**src/rtl/mid_pkg.sv**
```systemverilog
// ----------------------------------------------------------------------------
// mid_pkg
// Shared types and codes for the MIPS instruction decoder: mnemonic numbers,
// operand-format numbers and the decode result bundle.
// ----------------------------------------------------------------------------
package mid_pkg;

	localparam int MNEM_W = 7;
	localparam int FMT_W  = 4;
	localparam int WORD_W = 32;
	localparam int REG_W  = 5;
	localparam int IMM_W  = 16;
	localparam int JT_W   = 28;

	typedef enum logic [MNEM_W-1:0] {
		MN_UNKNOWN, MN_NOP,
		MN_SLL, MN_SRL, MN_SRA, MN_SLLV, MN_SRLV, MN_SRAV, MN_JR, MN_JALR,
		MN_MOVZ, MN_MOVN, MN_SYSCALL, MN_BREAK, MN_SYNC, MN_MFHI, MN_MTHI,
		MN_MFLO, MN_MTLO, MN_MULT, MN_MULTU, MN_DIV, MN_DIVU, MN_ADD, MN_ADDU,
		MN_SUB, MN_SUBU, MN_AND, MN_OR, MN_XOR, MN_NOR, MN_SLT, MN_SLTU,
		MN_BLTZ, MN_BGEZ, MN_BLTZL, MN_BGEZL,
		MN_J, MN_JAL, MN_BEQ, MN_BNE, MN_BLEZ, MN_BGTZ, MN_ADDI, MN_ADDIU,
		MN_SLTI, MN_SLTIU, MN_ANDI, MN_ORI, MN_XORI, MN_LUI, MN_BEQL, MN_BNEL,
		MN_BLEZL, MN_BGTZL, MN_LB, MN_LH, MN_LWL, MN_LW, MN_LBU, MN_LHU,
		MN_LWR, MN_LWU, MN_SB, MN_SH, MN_SWL, MN_SW, MN_SWR
	} mnem_t;

	typedef enum logic [FMT_W-1:0] {
		FMT_NONE, FMT_RS, FMT_RS_RT, FMT_RS_RD, FMT_RD_RT_RS, FMT_RD,
		FMT_SHIFT, FMT_RT_RS_IMM, FMT_RS_IMM, FMT_RT_IMM, FMT_RT_IMM_RS,
		FMT_JUMP
	} fmt_t;

	typedef struct packed {
		mnem_t mnemonic;
		fmt_t  fmt;
	} dec_t;

endpackage

```
**src/rtl/mid_decode.sv**
```systemverilog
// ----------------------------------------------------------------------------
// mid_decode
// Opcode, function and REGIMM decode of one instruction word into a mnemonic
// number and an operand-format number.
// ----------------------------------------------------------------------------
module mid_decode (
	input  logic [mid_pkg::WORD_W-1:0] word,
	output mid_pkg::dec_t              dec
);
	import mid_pkg::*;

	localparam logic [5:0] OP_SPECIAL = 6'd0;
	localparam logic [5:0] OP_REGIMM  = 6'd1;
	localparam logic [5:0] OP_J     = 6'd2,  OP_JAL   = 6'd3,  OP_BEQ   = 6'd4;
	localparam logic [5:0] OP_BNE   = 6'd5,  OP_BLEZ  = 6'd6,  OP_BGTZ  = 6'd7;
	localparam logic [5:0] OP_ADDI  = 6'd8,  OP_ADDIU = 6'd9,  OP_SLTI  = 6'd10;
	localparam logic [5:0] OP_SLTIU = 6'd11, OP_ANDI  = 6'd12, OP_ORI   = 6'd13;
	localparam logic [5:0] OP_XORI  = 6'd14, OP_LUI   = 6'd15, OP_BEQL  = 6'd20;
	localparam logic [5:0] OP_BNEL  = 6'd21, OP_BLEZL = 6'd22, OP_BGTZL = 6'd23;
	localparam logic [5:0] OP_LB    = 6'd32, OP_LH    = 6'd33, OP_LWL   = 6'd34;
	localparam logic [5:0] OP_LW    = 6'd35, OP_LBU   = 6'd36, OP_LHU   = 6'd37;
	localparam logic [5:0] OP_LWR   = 6'd38, OP_LWU   = 6'd39, OP_SB    = 6'd40;
	localparam logic [5:0] OP_SH    = 6'd41, OP_SWL   = 6'd42, OP_SW    = 6'd43;
	localparam logic [5:0] OP_SWR   = 6'd46;

	localparam logic [5:0] FN_SLL   = 6'd0,  FN_SRL   = 6'd2,  FN_SRA   = 6'd3;
	localparam logic [5:0] FN_SLLV  = 6'd4,  FN_SRLV  = 6'd6,  FN_SRAV  = 6'd7;
	localparam logic [5:0] FN_JR    = 6'd8,  FN_JALR  = 6'd9,  FN_MOVZ  = 6'd10;
	localparam logic [5:0] FN_MOVN  = 6'd11, FN_SYSC  = 6'd12, FN_BRK   = 6'd13;
	localparam logic [5:0] FN_SYNC  = 6'd15, FN_MFHI  = 6'd16, FN_MTHI  = 6'd17;
	localparam logic [5:0] FN_MFLO  = 6'd18, FN_MTLO  = 6'd19, FN_MULT  = 6'd24;
	localparam logic [5:0] FN_MULTU = 6'd25, FN_DIV   = 6'd26, FN_DIVU  = 6'd27;
	localparam logic [5:0] FN_ADD   = 6'd32, FN_ADDU  = 6'd33, FN_SUB   = 6'd34;
	localparam logic [5:0] FN_SUBU  = 6'd35, FN_AND   = 6'd36, FN_OR    = 6'd37;
	localparam logic [5:0] FN_XOR   = 6'd38, FN_NOR   = 6'd39, FN_SLT   = 6'd42;
	localparam logic [5:0] FN_SLTU  = 6'd43;

	localparam logic [4:0] RT_BLTZ = 5'd0, RT_BGEZ = 5'd1;
	localparam logic [4:0] RT_BLTZL = 5'd2, RT_BGEZL = 5'd3;

	logic [5:0] op;
	logic [5:0] fn;
	logic [4:0] rt;
	dec_t       spec;
	dec_t       regimm;
	dec_t       prim;

	assign op = word[31:26];
	assign fn = word[5:0];
	assign rt = word[20:16];

	always_comb begin
		unique case (fn)
			FN_SLL:   spec = '{MN_SLL,     FMT_SHIFT};
			FN_SRL:   spec = '{MN_SRL,     FMT_SHIFT};
			FN_SRA:   spec = '{MN_SRA,     FMT_SHIFT};
			FN_SLLV:  spec = '{MN_SLLV,    FMT_RD_RT_RS};
			FN_SRLV:  spec = '{MN_SRLV,    FMT_RD_RT_RS};
			FN_SRAV:  spec = '{MN_SRAV,    FMT_RD_RT_RS};
			FN_JR:    spec = '{MN_JR,      FMT_RS};
			FN_JALR:  spec = '{MN_JALR,    FMT_RS_RD};
			FN_MOVZ:  spec = '{MN_MOVZ,    FMT_RD_RT_RS};
			FN_MOVN:  spec = '{MN_MOVN,    FMT_RD_RT_RS};
			FN_SYSC:  spec = '{MN_SYSCALL, FMT_NONE};
			FN_BRK:   spec = '{MN_BREAK,   FMT_NONE};
			FN_SYNC:  spec = '{MN_SYNC,    FMT_NONE};
			FN_MFHI:  spec = '{MN_MFHI,    FMT_RD};
			FN_MTHI:  spec = '{MN_MTHI,    FMT_RS};
			FN_MFLO:  spec = '{MN_MFLO,    FMT_RD};
			FN_MTLO:  spec = '{MN_MTLO,    FMT_RS};
			FN_MULT:  spec = '{MN_MULT,    FMT_RS_RT};
			FN_MULTU: spec = '{MN_MULTU,   FMT_RS_RT};
			FN_DIV:   spec = '{MN_DIV,     FMT_RS_RT};
			FN_DIVU:  spec = '{MN_DIVU,    FMT_RS_RT};
			FN_ADD:   spec = '{MN_ADD,     FMT_RD_RT_RS};
			FN_ADDU:  spec = '{MN_ADDU,    FMT_RD_RT_RS};
			FN_SUB:   spec = '{MN_SUB,     FMT_RD_RT_RS};
			FN_SUBU:  spec = '{MN_SUBU,    FMT_RD_RT_RS};
			FN_AND:   spec = '{MN_AND,     FMT_RD_RT_RS};
			FN_OR:    spec = '{MN_OR,      FMT_RD_RT_RS};
			FN_XOR:   spec = '{MN_XOR,     FMT_RD_RT_RS};
			FN_NOR:   spec = '{MN_NOR,     FMT_RD_RT_RS};
			FN_SLT:   spec = '{MN_SLT,     FMT_RD_RT_RS};
			FN_SLTU:  spec = '{MN_SLTU,    FMT_RD_RT_RS};
			default:  spec = '{MN_UNKNOWN, FMT_NONE};
		endcase
	end

	always_comb begin
		unique case (rt)
			RT_BLTZ:  regimm = '{MN_BLTZ,    FMT_RS_IMM};
			RT_BGEZ:  regimm = '{MN_BGEZ,    FMT_RS_IMM};
			RT_BLTZL: regimm = '{MN_BLTZL,   FMT_RS_IMM};
			RT_BGEZL: regimm = '{MN_BGEZL,   FMT_RS_IMM};
			default:  regimm = '{MN_UNKNOWN, FMT_NONE};
		endcase
	end

	always_comb begin
		unique case (op)
			OP_J:     prim = '{MN_J,       FMT_JUMP};
			OP_JAL:   prim = '{MN_JAL,     FMT_JUMP};
			OP_BEQ:   prim = '{MN_BEQ,     FMT_RT_RS_IMM};
			OP_BNE:   prim = '{MN_BNE,     FMT_RT_RS_IMM};
			OP_BLEZ:  prim = '{MN_BLEZ,    FMT_RS_IMM};
			OP_BGTZ:  prim = '{MN_BGTZ,    FMT_RS_IMM};
			OP_ADDI:  prim = '{MN_ADDI,    FMT_RT_RS_IMM};
			OP_ADDIU: prim = '{MN_ADDIU,   FMT_RT_RS_IMM};
			OP_SLTI:  prim = '{MN_SLTI,    FMT_RT_RS_IMM};
			OP_SLTIU: prim = '{MN_SLTIU,   FMT_RT_RS_IMM};
			OP_ANDI:  prim = '{MN_ANDI,    FMT_RT_RS_IMM};
			OP_ORI:   prim = '{MN_ORI,     FMT_RT_RS_IMM};
			OP_XORI:  prim = '{MN_XORI,    FMT_RT_RS_IMM};
			OP_LUI:   prim = '{MN_LUI,     FMT_RT_IMM};
			OP_BEQL:  prim = '{MN_BEQL,    FMT_RT_RS_IMM};
			OP_BNEL:  prim = '{MN_BNEL,    FMT_RT_RS_IMM};
			OP_BLEZL: prim = '{MN_BLEZL,   FMT_RS_IMM};
			OP_BGTZL: prim = '{MN_BGTZL,   FMT_RS_IMM};
			OP_LB:    prim = '{MN_LB,      FMT_RT_IMM_RS};
			OP_LH:    prim = '{MN_LH,      FMT_RT_IMM_RS};
			OP_LWL:   prim = '{MN_LWL,     FMT_RT_IMM_RS};
			OP_LW:    prim = '{MN_LW,      FMT_RT_IMM_RS};
			OP_LBU:   prim = '{MN_LBU,     FMT_RT_IMM_RS};
			OP_LHU:   prim = '{MN_LHU,     FMT_RT_IMM_RS};
			OP_LWR:   prim = '{MN_LWR,     FMT_RT_IMM_RS};
			OP_LWU:   prim = '{MN_LWU,     FMT_RT_IMM_RS};
			OP_SB:    prim = '{MN_SB,      FMT_RT_IMM_RS};
			OP_SH:    prim = '{MN_SH,      FMT_RT_IMM_RS};
			OP_SWL:   prim = '{MN_SWL,     FMT_RT_IMM_RS};
			OP_SW:    prim = '{MN_SW,      FMT_RT_IMM_RS};
			OP_SWR:   prim = '{MN_SWR,     FMT_RT_IMM_RS};
			default:  prim = '{MN_UNKNOWN, FMT_NONE};
		endcase
	end

	always_comb begin
		priority if (word == '0) begin
			dec = '{MN_NOP, FMT_NONE};
		end else if (op == OP_SPECIAL) begin
			dec = spec;
		end else if (op == OP_REGIMM) begin
			dec = regimm;
		end else begin
			dec = prim;
		end
	end

endmodule

```
**src/rtl/mips_instruction_decoder_unit.sv**
```systemverilog
// ----------------------------------------------------------------------------
// mips_instruction_decoder_unit
// MIPS32 instruction decoder: mnemonic and operand-format numbers plus the
// raw register, shift, immediate and jump-target fields of each word.
// ----------------------------------------------------------------------------
// channel   signals                         handshake
// input     instruction_word                start & !busy
// result    mnemonic .. jump_target         done, one cycle, no stall
//
// one transaction per cycle; after acceptance the result passes through
// the input register, decode and the result register
// busy is always low: every stage advances each cycle
// arst_n clears the stage valid bits only; the receiver cannot stall
// ----------------------------------------------------------------------------
module mips_instruction_decoder_unit (
	input  logic                        clk,
	input  logic                        arst_n,
	input  logic                        start,
	output logic                        busy,
	input  logic [mid_pkg::WORD_W-1:0]  instruction_word,
	output logic                        done,
	output logic [mid_pkg::MNEM_W-1:0]  mnemonic,
	output logic [mid_pkg::FMT_W-1:0]   operand_format,
	output logic [mid_pkg::REG_W-1:0]   source_reg,
	output logic [mid_pkg::REG_W-1:0]   target_reg,
	output logic [mid_pkg::REG_W-1:0]   dest_reg,
	output logic [mid_pkg::REG_W-1:0]   shift_amount,
	output logic [mid_pkg::IMM_W-1:0]   immediate,
	output logic [mid_pkg::JT_W-1:0]    jump_target
);
	import mid_pkg::*;

	logic              valid_s1;
	logic [WORD_W-1:0] word_s1;
	dec_t              dec;

	logic              valid_s2;
	dec_t              dec_s2;
	logic [REG_W-1:0]  rs_s2;
	logic [REG_W-1:0]  rt_s2;
	logic [REG_W-1:0]  rd_s2;
	logic [REG_W-1:0]  sa_s2;
	logic [IMM_W-1:0]  imm_s2;
	logic [JT_W-1:0]   jt_s2;

	assign busy = 1'b0;

	always_ff @(posedge clk or negedge arst_n) begin
		if (!arst_n) begin
			valid_s1 <= 1'b0;
			valid_s2 <= 1'b0;
		end else begin
			valid_s1 <= start && !busy;
			valid_s2 <= valid_s1;
		end
	end

	always_ff @(posedge clk) begin
		if (start && !busy) begin
			word_s1 <= instruction_word;
		end
	end

	mid_decode u_decode (
		.word (word_s1),
		.dec  (dec)
	);

	always_ff @(posedge clk) begin
		if (valid_s1) begin
			dec_s2 <= dec;
			rs_s2  <= word_s1[25:21];
			rt_s2  <= word_s1[20:16];
			rd_s2  <= word_s1[15:11];
			sa_s2  <= word_s1[10:6];
			imm_s2 <= word_s1[15:0];
			jt_s2  <= {word_s1[25:0], 2'b00};
		end
	end

	assign done           = valid_s2;
	assign mnemonic       = dec_s2.mnemonic;
	assign operand_format = dec_s2.fmt;
	assign source_reg     = rs_s2;
	assign target_reg     = rt_s2;
	assign dest_reg       = rd_s2;
	assign shift_amount   = sa_s2;
	assign immediate      = imm_s2;
	assign jump_target    = jt_s2;

endmodule

```
**config.mk**
```make
export PLATFORM = sky130hd
export DESIGN_NAME = mips_instruction_decoder_unit
export DESIGN_NICKNAME = d
export VERILOG_FILES = /design/src/rtl/mid_pkg.sv /design/src/rtl/mid_decode.sv /design/src/rtl/mips_instruction_decoder_unit.sv
export SDC_FILE = /design/constraint.sdc
export NUM_CORES = 1
export LEC_CHECK = 0
export ABC_CLOCK_PERIOD_IN_PS = 2700
export BUFFER_PORTS_ARGS = -buffer_cell sky130_fd_sc_hd__buf_2
export CAP_MARGIN = 30
export CORE_MARGIN = 2
export CORE_UTILIZATION = 53
export DETAILED_ROUTE_END_ITERATION = 10
export GPL_TIMING_DRIVEN = 0
export PLACE_DENSITY = 0.8
export SYNTH_ARGS = -nofsm -noshare
export SYNTH_HDL_FRONTEND = slang
export SYNTH_SLANG_ARGS = --single-unit
```
**constraint.sdc**
```tcl
create_clock -name clk -period 2.7 [get_ports clk]
set_clock_uncertainty 0.15 [all_clocks]
set_input_delay 0.405 -clock clk [delete_from_list [all_inputs] [get_ports clk]]
set_output_delay 0.405 -clock clk [all_outputs]
set_load 0.02 [all_outputs]
```
=== After elaboration in Yosys (flattened, before gate mapping) ===
Memory sizes are Yosys's and may differ from the RTL's. A register that Yosys moved wholly into a read port is not among the register bits.
Cells that the tools add are included.

* Memories kept: 2
* Word-level logic and storage cells: 25
* Memory bits (read-only): 1280
* Bits in latches: 0
* RAM bits: 0
* Bits of input ports: 35
* Output and inout bits: 77
* Register bits after elaboration: 107

* $lt $le $gt $ge: 0
* Multiply operators: 0
* Muxes and demuxes: 5
* Shift-type cells: 0
* Reduce and logical (&&, ||, !) cells: 3
* Add/sub/neg operators: 0
* Divide/modulo/power cells: 0
* Equal/unequal tests: 4
* Bitwise operators: 0

{| class="wikitable"
|+ Memory list
! memory !! words !! bits a word !! rd ports !! clocked after Yosys merged registers in !! write ports !! RTL line !! RTL
|-
| (name not given) || 64 || 11 || 1 || 1 || 0 || mid_decode.sv:100 || <nowiki>unique case (op)</nowiki>
|-
| (name not given) || 64 || 9 || 1 || 1 || 0 || mid_decode.sv:53 || <nowiki>unique case (fn)</nowiki>
|}

{| class="wikitable"
|+ Operators with widths
! cell !! number
|-
| $pmux 10 s4 || 1
|-
| $logic_not 32->1 || 1
|-
| $mux 11 || 2
|-
| $mux 6 || 2
|-
| $eq 5x2->1 const B || 2
|-
| $eq 6x1->1 const B || 1
|-
| $logic_not 6->1 || 1
|-
| $eq 5x1->1 const B || 1
|-
| $logic_not 5->1 || 1
|}

=== Depth between registers and ports, before layout ===
Gate-level depths: netlist of run 1.

* Depth in word-level cells: 4
* Gate-level depth with buffers: 10
* Mapped depth without buffers: 7

=== Hierarchy ===
A second synthesis of run 1 with hierarchy kept.

* Cells, all modules: 298
* Area, all modules: 3637.2 um2

{| class="wikitable"
|+ By module, submodules not included
! module !! area an instance (um2) !! seq. area each (um2) !! times used !! cells an instance
|-
| mips_instruction_decoder_unit || 2418.6 || 2122.0 || 1 || 111
|-
| mid_decode || 1218.7 || 0.0 || 1 || 187
|}

=== Worst setup path before layout of run 1 ===
No wires, ideal clock.

* Path type: input-to-reg
* From: input start
* To: register, netlist name u_decode.spec[6]
* Path buffers: 3
* Stages: 10
* Required time: 2.431 ns
* Path slack: -0.163 ns
* Library setup time: 0.119 ns
* Arrival time: 2.595 ns
* Cells stage by stage: buf_6 > buf_12 > buf_12 > mux2i_1 > inv_1 > ha_1 > and4b_1 > a311oi_4 > nand2_1 > o221a_1

* Cells in the longest elaborated chain, start to end: 1

{| class="wikitable"
|+ RTL lines
! what !! RTL line !! RTL
|-
| start, declared || mips_instruction_decoder_unit.sv:18 || <nowiki>input logic start,</nowiki>
|-
| $mux 6 (no source line) || n/a ||
|}

No other way between the ends.
A chain may end at the register's enable or synchronous reset.

=== Worst setup path in the final report of run 1 ===
* From: input start
* To: register, netlist name u_decode.spec[6]

* Cells in the longest elaborated chain, start to end: 1

{| class="wikitable"
|+ RTL lines
! what
|-
| $mux 6 (no source line)
|}

No other way between the ends.

==> impl_metrics.csv, run 1 <==
group,metric,value,unit
pwr,power.density,623,nW/um^2
yosys,syn_inst,340,
worst_setup_path,crit_type,"input pin to flip-flop",
yosys,ys_ff_latch,91,
drt,drt-pass1-iter-count,5,
finish,final_cells,574,
worst_setup_path,critPathMaxStageDelay,320,ps
clocking,cts-htree-levels,3,
die,die_x,95.5,um
pwr,pwr-share-clk,26.0,%
die,start_util,54.3,%
pwr,p_sw_share,29.4,%
yosys,ys_types,64,
worst_setup_path,worstReg2RegStart,"word_s1[3]",
drt,vias_per_cell,5.53,
yosys,yosysTopAreaCellShare,46.7,%
clocking,clockBufferDepth,2,
finish,postLayoutCoreUtil,65.8,%
yosys,yosys_warnings,0,
yosys,synth_mux_area_share,8.29,%
pwr,p_int,0.00237,W
worst_setup_path,cpMaxStageDelayCell,"a311oi_4",
worst_setup_path,worst_setup_path_end_kind,"flip-flop",
yosys,avgSynthCellArea,13.0,sq um
finish,largest_reg_flops,32,
clocking,cts_tree,"built",
yosys,synth-simple-area-share,8.91,%
pwr,seq_power_share,51.8,%
timing,fin_crit_sh,96.4,%
drt,ant_nets,0,
pwr,peakVddDrop,0.297,mV
pwr,leakagePower,2.21,nW
worst_setup_path,crit_chain,"buf_12 > buf_6 > buf_12 > buf_12 > mux2i_4 > inv_1 > ha_2 > and4b_1 > a311oi_4 > nand2_1 > o221a_1",
timing,tightest_slew,659,ps
yosys,ys_top_cells_by_area,"edfxtp_1 47%, dfxtp_1 9.0%, buf_4 6.8%",
die,dieArea,9120,sq um
timing,rsz0062_at_grt,"no",
worst_setup_path,crit_buf_inv,5,
worst_setup_path,r2r_cells,5,
die,rows,33,
timing,post-route-min-period,2600,ps
drt,drt_iter0_markers,179,
timing,slew_violations,0,
yosys,synth_xor_area_share,0.197,%
yosys,syn_area,4440,sq um
yosys,synth_edf_count,69,
placed_design,placedCellCount,556,
clocking,cts_root_buffer,"clkbuf_8",
worst_setup_path,crit_family,"buffers and inverters",
timing,max_freq,384,MHz
finish,nets,514,
yosys,seq_area_frac_synth,56.9,%
placed_design,port_buffers,108,
die,core,8180,sq um
yosys,synth_commonest_cells,"69 x edfxtp_1, 40 x buf_4, 33 x nand2_1",
placed_design,dpl.hpwl,7080,um
status,status,"complete, no violations",
yosys,yosysTopAreaCell,"edfxtp_1",
min_path,min-delay-path-class,"input pin to flip-flop",
global_routing,overflow,0,
timing,max-slew-margin-rel,56.1,%
drt,routed_wirelength,9430,um
clocking,numCtsBuffers,9,
worst_setup_path,cp.arrival,2690,ps
global_routing,grt_usage,21.4,%
yosys,ys.flop_type,"edfxtp_1",
yosys,ys_async_sr_fraction,2.20,%
worst_setup_path,startpoint_type,"input pin",
die,dieHeight,95.5,um
min_path,holdPathEnd,"word_s1[21]",
pwr,power_frac_comb,22.2,%
worst_setup_path,crit_top_cell,"buf_12",
min_path,hold_depth,1,
pwr,p_switching,0.000985,W
timing,setup_viol,0,
drt,drc_errors,0,
global_routing,grt_max_degree,35,
clocking,path_clk_slew,90,ps
flow_run,cap_viol_max_count,0,
yosys,synth.most_common_cell,"edfxtp_1",
min_path,worstHoldStart,"instruction_word[21]",
yosys,synth_compound_area_share,11.9,%
timing,hold_viol,0,
worst_setup_path,worstReg2RegEnd,"mnemonic[1]",
clocking,clock_latency,360,ps
finish,drive_gt1_share,43.7,%
drt,vias,3177,
yosys,synthAdderAreaFrac,4.23,%
clocking,numClockSinks,91,
global_routing,antenna_found_initial,0,
drt,wire_per_inst,16.4,um
die,io_pins,112,
worst_setup_path,worstPathMaxFanout,34,
global_routing,grt_pass1_vias,3009,
finish,area_growth,21.2,%
worst_setup_path,reg2reg_slack,360,ps
placed_design,gp_congestion,0.862,
worst_setup_path,crit_required,2790,ps
finish,top_register,"word_s1",
yosys,synth_top_family_by_area,"compound AO/OA/AOI/OAI gates",
finish,antenna_cells,0,
global_routing,grt_pass1_wl,14700,um
[logic make-up (layout without fill, tap and decap cells)]
group | Yosys count | count (layout)
AOI/OAI and AO/OA | 71 | 71
xor gates and xnor gates | 1 | 1
adders and majority gates | 15 | 15
buffers and inverters | 57 | 184
DFF | 91 | 91
muxes | 24 | 24
other | 1 | 3
and+or+nand+nor | 80 | 80
[cell type report]
cell class                      instances  area, sq um
Buffer                                 49          393
Clock buffer                           11          153
Clock inverter                          5         35.0
Fill cell                             621         2800
Inverter                                8         30.0
Multi-Input combinational cell        194         1510
Sequential cell                        91         2520
Tap cell                              105          131
Timing Repair Buffer                  111          601
[worst max path at each step]
stage | start | end | slack, ps | cells after the start
floorplan | start | u_decode.spec[6] | 50 | 10
global placement | start | u_decode.spec[6] | -980 | 11
detailed placement | start | u_decode.spec[6] | -1050 | 11
CTS | start | u_decode.spec[6] | 10 | 11
global route | start | u_decode.spec[6] | 10 | 11
finish | start | u_decode.spec[6] | 100 | 11
[repair_timing]
action	in CTS	in global routing
gates resized for setup	4	1
endpoints found under the setup margin	9	1
setup buffers	1	0
endpoints found under the hold margin	2	0
hold buffers	1	0
[cell usage in the layout, fill, tap and decap left out, types with 3 or more instances in the layout]
cell and n:
buf_2 110, buf_4 41, a22oi_1 3, o22ai_1 4, mux2i_1 5, nor4_1 8, a21oi_1 12, mux2i_2 3
nor2_2 4, buf_12 3, a31oi_1 4, inv_1 7, buf_6 3, mux2i_4 8, nand2_1 33, o32ai_1 3
nor2_1 13, o21ai_0 13, edfxtp_1 69, o211ai_1 4, conb_1 3, mux2_2 3, dfxtp_1 20, nand3_1 5
nand4_1 3, mux2_4 5, a221o_1 3, ha_1 14, clkbuf_8 9
[layer usage]
metal	global-route usage (%)	routed length, um	vias up
li1	-	-	1485
met1	25.2	3730	1547
met2	38.6	4820	134
met3	4.19	729	11
met4	7.86	155	0
met5	0	0	-
[power by group through the flow]
stage | clock network, W | logic, W | registers, W
floorplan | 0 | 0.000439 | 0.00183
global placement | 0 | 0.000706 | 0.00177
detailed placement | 0 | 0.000732 | 0.00177
CTS | 0.000879 | 0.000740 | 0.00174
global route | 0.000937 | 0.000805 | 0.00175
finish | 0.000873 | 0.000743 | 0.00174
[metrics by stage]
step	hold slack (ps)	power (W)	setup WS, ps	setup TNS [ps]	cell area (sq um)
after floorplan	-40.6	0.00226	46.7	0	4460
after global placement	41.5	0.00247	-976	-6730	5130
after detailed placement	40.3	0.00250	-1050	-7870	5160
after CTS	57.0	0.00336	13.0	0	5380
after global routing	49.2	0.00349	11.7	0	5380
final	65.1	0.00335	98.4	0	5380
Power figures use the tool's default switching activity.
==> run 2, diff against run 1 <==
--- a/config.mk
+++ b/config.mk
@@ -5,10 +5,10 @@
 export SDC_FILE = /design/constraint.sdc
 export NUM_CORES = 1
 export LEC_CHECK = 0
+export ABC_AREA = 1
 export ABC_CLOCK_PERIOD_IN_PS = 2700
 export BUFFER_PORTS_ARGS = -buffer_cell sky130_fd_sc_hd__buf_2
 export CAP_MARGIN = 30
-export CORE_MARGIN = 2
 export CORE_UTILIZATION = 53
 export DETAILED_ROUTE_END_ITERATION = 10
 export GPL_TIMING_DRIVEN = 0
==> impl_metrics.csv, run 2 <==
group,metric,value,unit
timing,post-route-min-period,2430,ps
drt,vias,3274,
drt,top_layer_used,"met4",
timing,setup-tns-final,0,ps
timing,hold_ws,74.2,ps
yosys,yosysTopAreaCell,"edfxtp_1",
yosys,synth_edf_count,69,
yosys,yosys_warnings,0,
placed_design,port_buffers,108,
pwr,peakVddDrop,0.269,mV
yosys,ys_ff_latch,91,
yosys,yosysTopAreaCellShare,47.4,%
finish,top_register,"word_s1",
die,start_util,55.8,%
clocking,numClockSinks,91,
timing,max-slew-margin-rel,52.4,%
global_routing,grt_pass1_vias,3122,
timing,fin_crit_sh,89.8,%
pwr,power.density,644,nW/um^2
die,core,7850,sq um
drt,ant_nets,0,
die,die_x,92.9,um
pwr,leakagePower,2.47,nW
yosys,seq_area_frac_synth,57.6,%
pwr,power,0.00341,W
flow_run,cap_viol_max_count,0,
finish,antenna_cells,0,
clocking,cts_root_buffer,"clkbuf_8",
clocking,cts_tree,"built",
yosys,ys_async_sr_fraction,2.20,%
die,rows,32,
clocking,clockBufferDepth,2,
timing,max_freq,412,MHz
finish,drive_gt1_share,34.9,%
worst_setup_path,worst_setup_path_end_kind,"flip-flop",
clocking,path_clk_slew,90,ps
timing,hold_viol,0,
global_routing,grt_pass1_wl,14700,um
drt,drc_errors,0,
placed_design,gp_congestion,0.879,
clocking,numCtsBuffers,9,
drt,drt-pass1-iter-count,4,
global_routing,overflow,0,
status,status,"complete, no violations",
yosys,syn_area,4380,sq um
drt,wl_met3,527,um
worst_setup_path,crit_type,"input pin to flip-flop",
die,io_pins,112,
timing,tightest_slew,706,ps
global_routing,grt_max_degree,40,
min_path,hold_depth,1,
finish,mostFrequentLayoutCells,"107 x buf_2, 103 x nand2_1, 69 x edfxtp_1",
worst_setup_path,startpoint,"start",
yosys,synth_commonest_cells,"103 x nand2_1, 69 x edfxtp_1, 41 x buf_4",
yosys,avgSynthCellArea,10.1,sq um
finish,area_growth,21.2,%
worst_setup_path,startpoint_type,"input pin",
yosys,syn_inst,434,
min_path,min-delay-path-class,"input pin to flip-flop",
die,dieHeight,92.9,um
yosys,synth.most_common_cell,"nand2_1",
finish,largest_reg_flops,32,
drt,vias_per_cell,4.93,
global_routing,antenna_found_initial,0,
placed_design,dpl.hpwl,6780,um
finish,nets,607,
yosys,ys.flop_type,"edfxtp_1",
yosys,ys_top_cells_by_area,"edfxtp_1 47%, dfxtp_1 9.2%, nand2_1 8.8%",
worst_setup_path,worstReg2RegStart,"word_s1[27]",
drt,drt-met1-wl,3910,um
timing,rsz0062_at_grt,"no",
yosys,ys_types,35,
clocking,clock_latency,350,ps
worst_setup_path,r2r_cells,10,
die,dieArea,8620,sq um
worst_setup_path,cp.arrival,2510,ps
drt,dr_wl_met2,4490,um
clocking,cts-htree-levels,3,
finish,mostFrequentLayoutCell,"buf_2",
timing,slew_violations,0,
global_routing,grt_usage,22.2,%
timing,setup_viol,0,
worst_setup_path,worstPathMaxFanout,39,
worst_setup_path,crit_required,2790,ps
drt,wire_per_inst,13.6,um
min_path,worstHoldStart,"instruction_word[13]",
drt,routed_wirelength,9050,um
drt,drt_iter0_markers,101,
run 2: cell types whose count changed after synthesis, moves of 5 or more:
cell,change
nor2_1,+21
nand2_1,+70
inv_1,+32
nand3_1,+27
mux2i_1,-6
o21ai_2,+9
a21oi_1,-9
mux2_4,-5
nor4_1,-7
mux2i_4,-7
run 2: final cells by class:
cell class / count / area (sq um)
repair buffers: 110 / 581
clock buffers: 10 / 128
well taps: 102 / 128
clock inverters: 6 / 86.3
inverters: 44 / 165
flip-flops and latches: 91 / 2520
multi-input cells: 257 / 1360
fillers: 633 / 2540
plain buffers: 44 / 334
run 2: path summary, 6_finish.rpt:
path | to | slack [ps]
max in group asynchronous | valid_s1 | 2080
worst max register to register | u_decode.prim[7] | 450
worst min-delay path | word_s1[13] | 70
worst min register to register | shift_amount[0] | 300
worst max-delay path | u_decode.prim[7] | 270
min in group asynchronous | done | 230
run 2: kinds of logic (layout without fill, tap and decap cells):
kind of cell / Yosys count / count (layout) / synth area share, %
DFF: 91 / 91 / 57.6
AOI/OAI and AO/OA: 44 / 44 / 7.35
other: 1 / 3 / 0.0857
adders and majority gates: 15 / 15 / 4.29
buffers and inverters: 88 / 214 / 11.4
and+or+nand+nor: 195 / 195 / 19.2
run 2: per-layer routing:
metal  up-vias  track usage, %
met3        15            5.42
li1       1641               -
met1      1509            27.7
met2       109            37.8
met5         -               0
met4         0            7.44
run 2: critical path: stages:
cell	delay, ps
buf_4	260
buf_4	250
o21ai_0	590
inv_1	240
ha_1	250
inv_1	70
o21ai_0	80
nand2_1	150
inv_2	60
o21ai_1	70
o21ai_1	90
run 2: timing repair:
| item | 4_1_cts | 5_1_grt |
|---|---|---|
| resized for setup | 1 | 0 |
| hold endpoints to repair | 2 | 0 |
| setup buffers | 0 | 0 |
| endpoints found under the setup margin | 1 | 0 |
| hold buffers | 1 | 0 |
run 2: power by group:
group / switching [W] / total (W) / internal [W] / leakage (nW)
sequential: 0.0000686 / 0.00173 / 0.00166 / 0.870
combinational: 0.000424 / 0.000688 / 0.000264 / 1.49
clock: 0.000472 / 0.000996 / 0.000524 / 0.109
total: 0.000966 / 0.00341 / 0.00245 / 2.47
run 2: metrics by stage:
step | cells | util [%] | worst slack [ps] | instance area [sq um]
CTS | 664 | 67.6 | 271 | 5310
global placement | 646 | 64.4 | -367 | 5050
floorplan | 436 | - | 615 | 4380
global route | 664 | 67.6 | 57.4 | 5310
finish | 664 | 67.6 | 274 | 5310
detailed placement | 647 | 64.7 | -400 | 5080
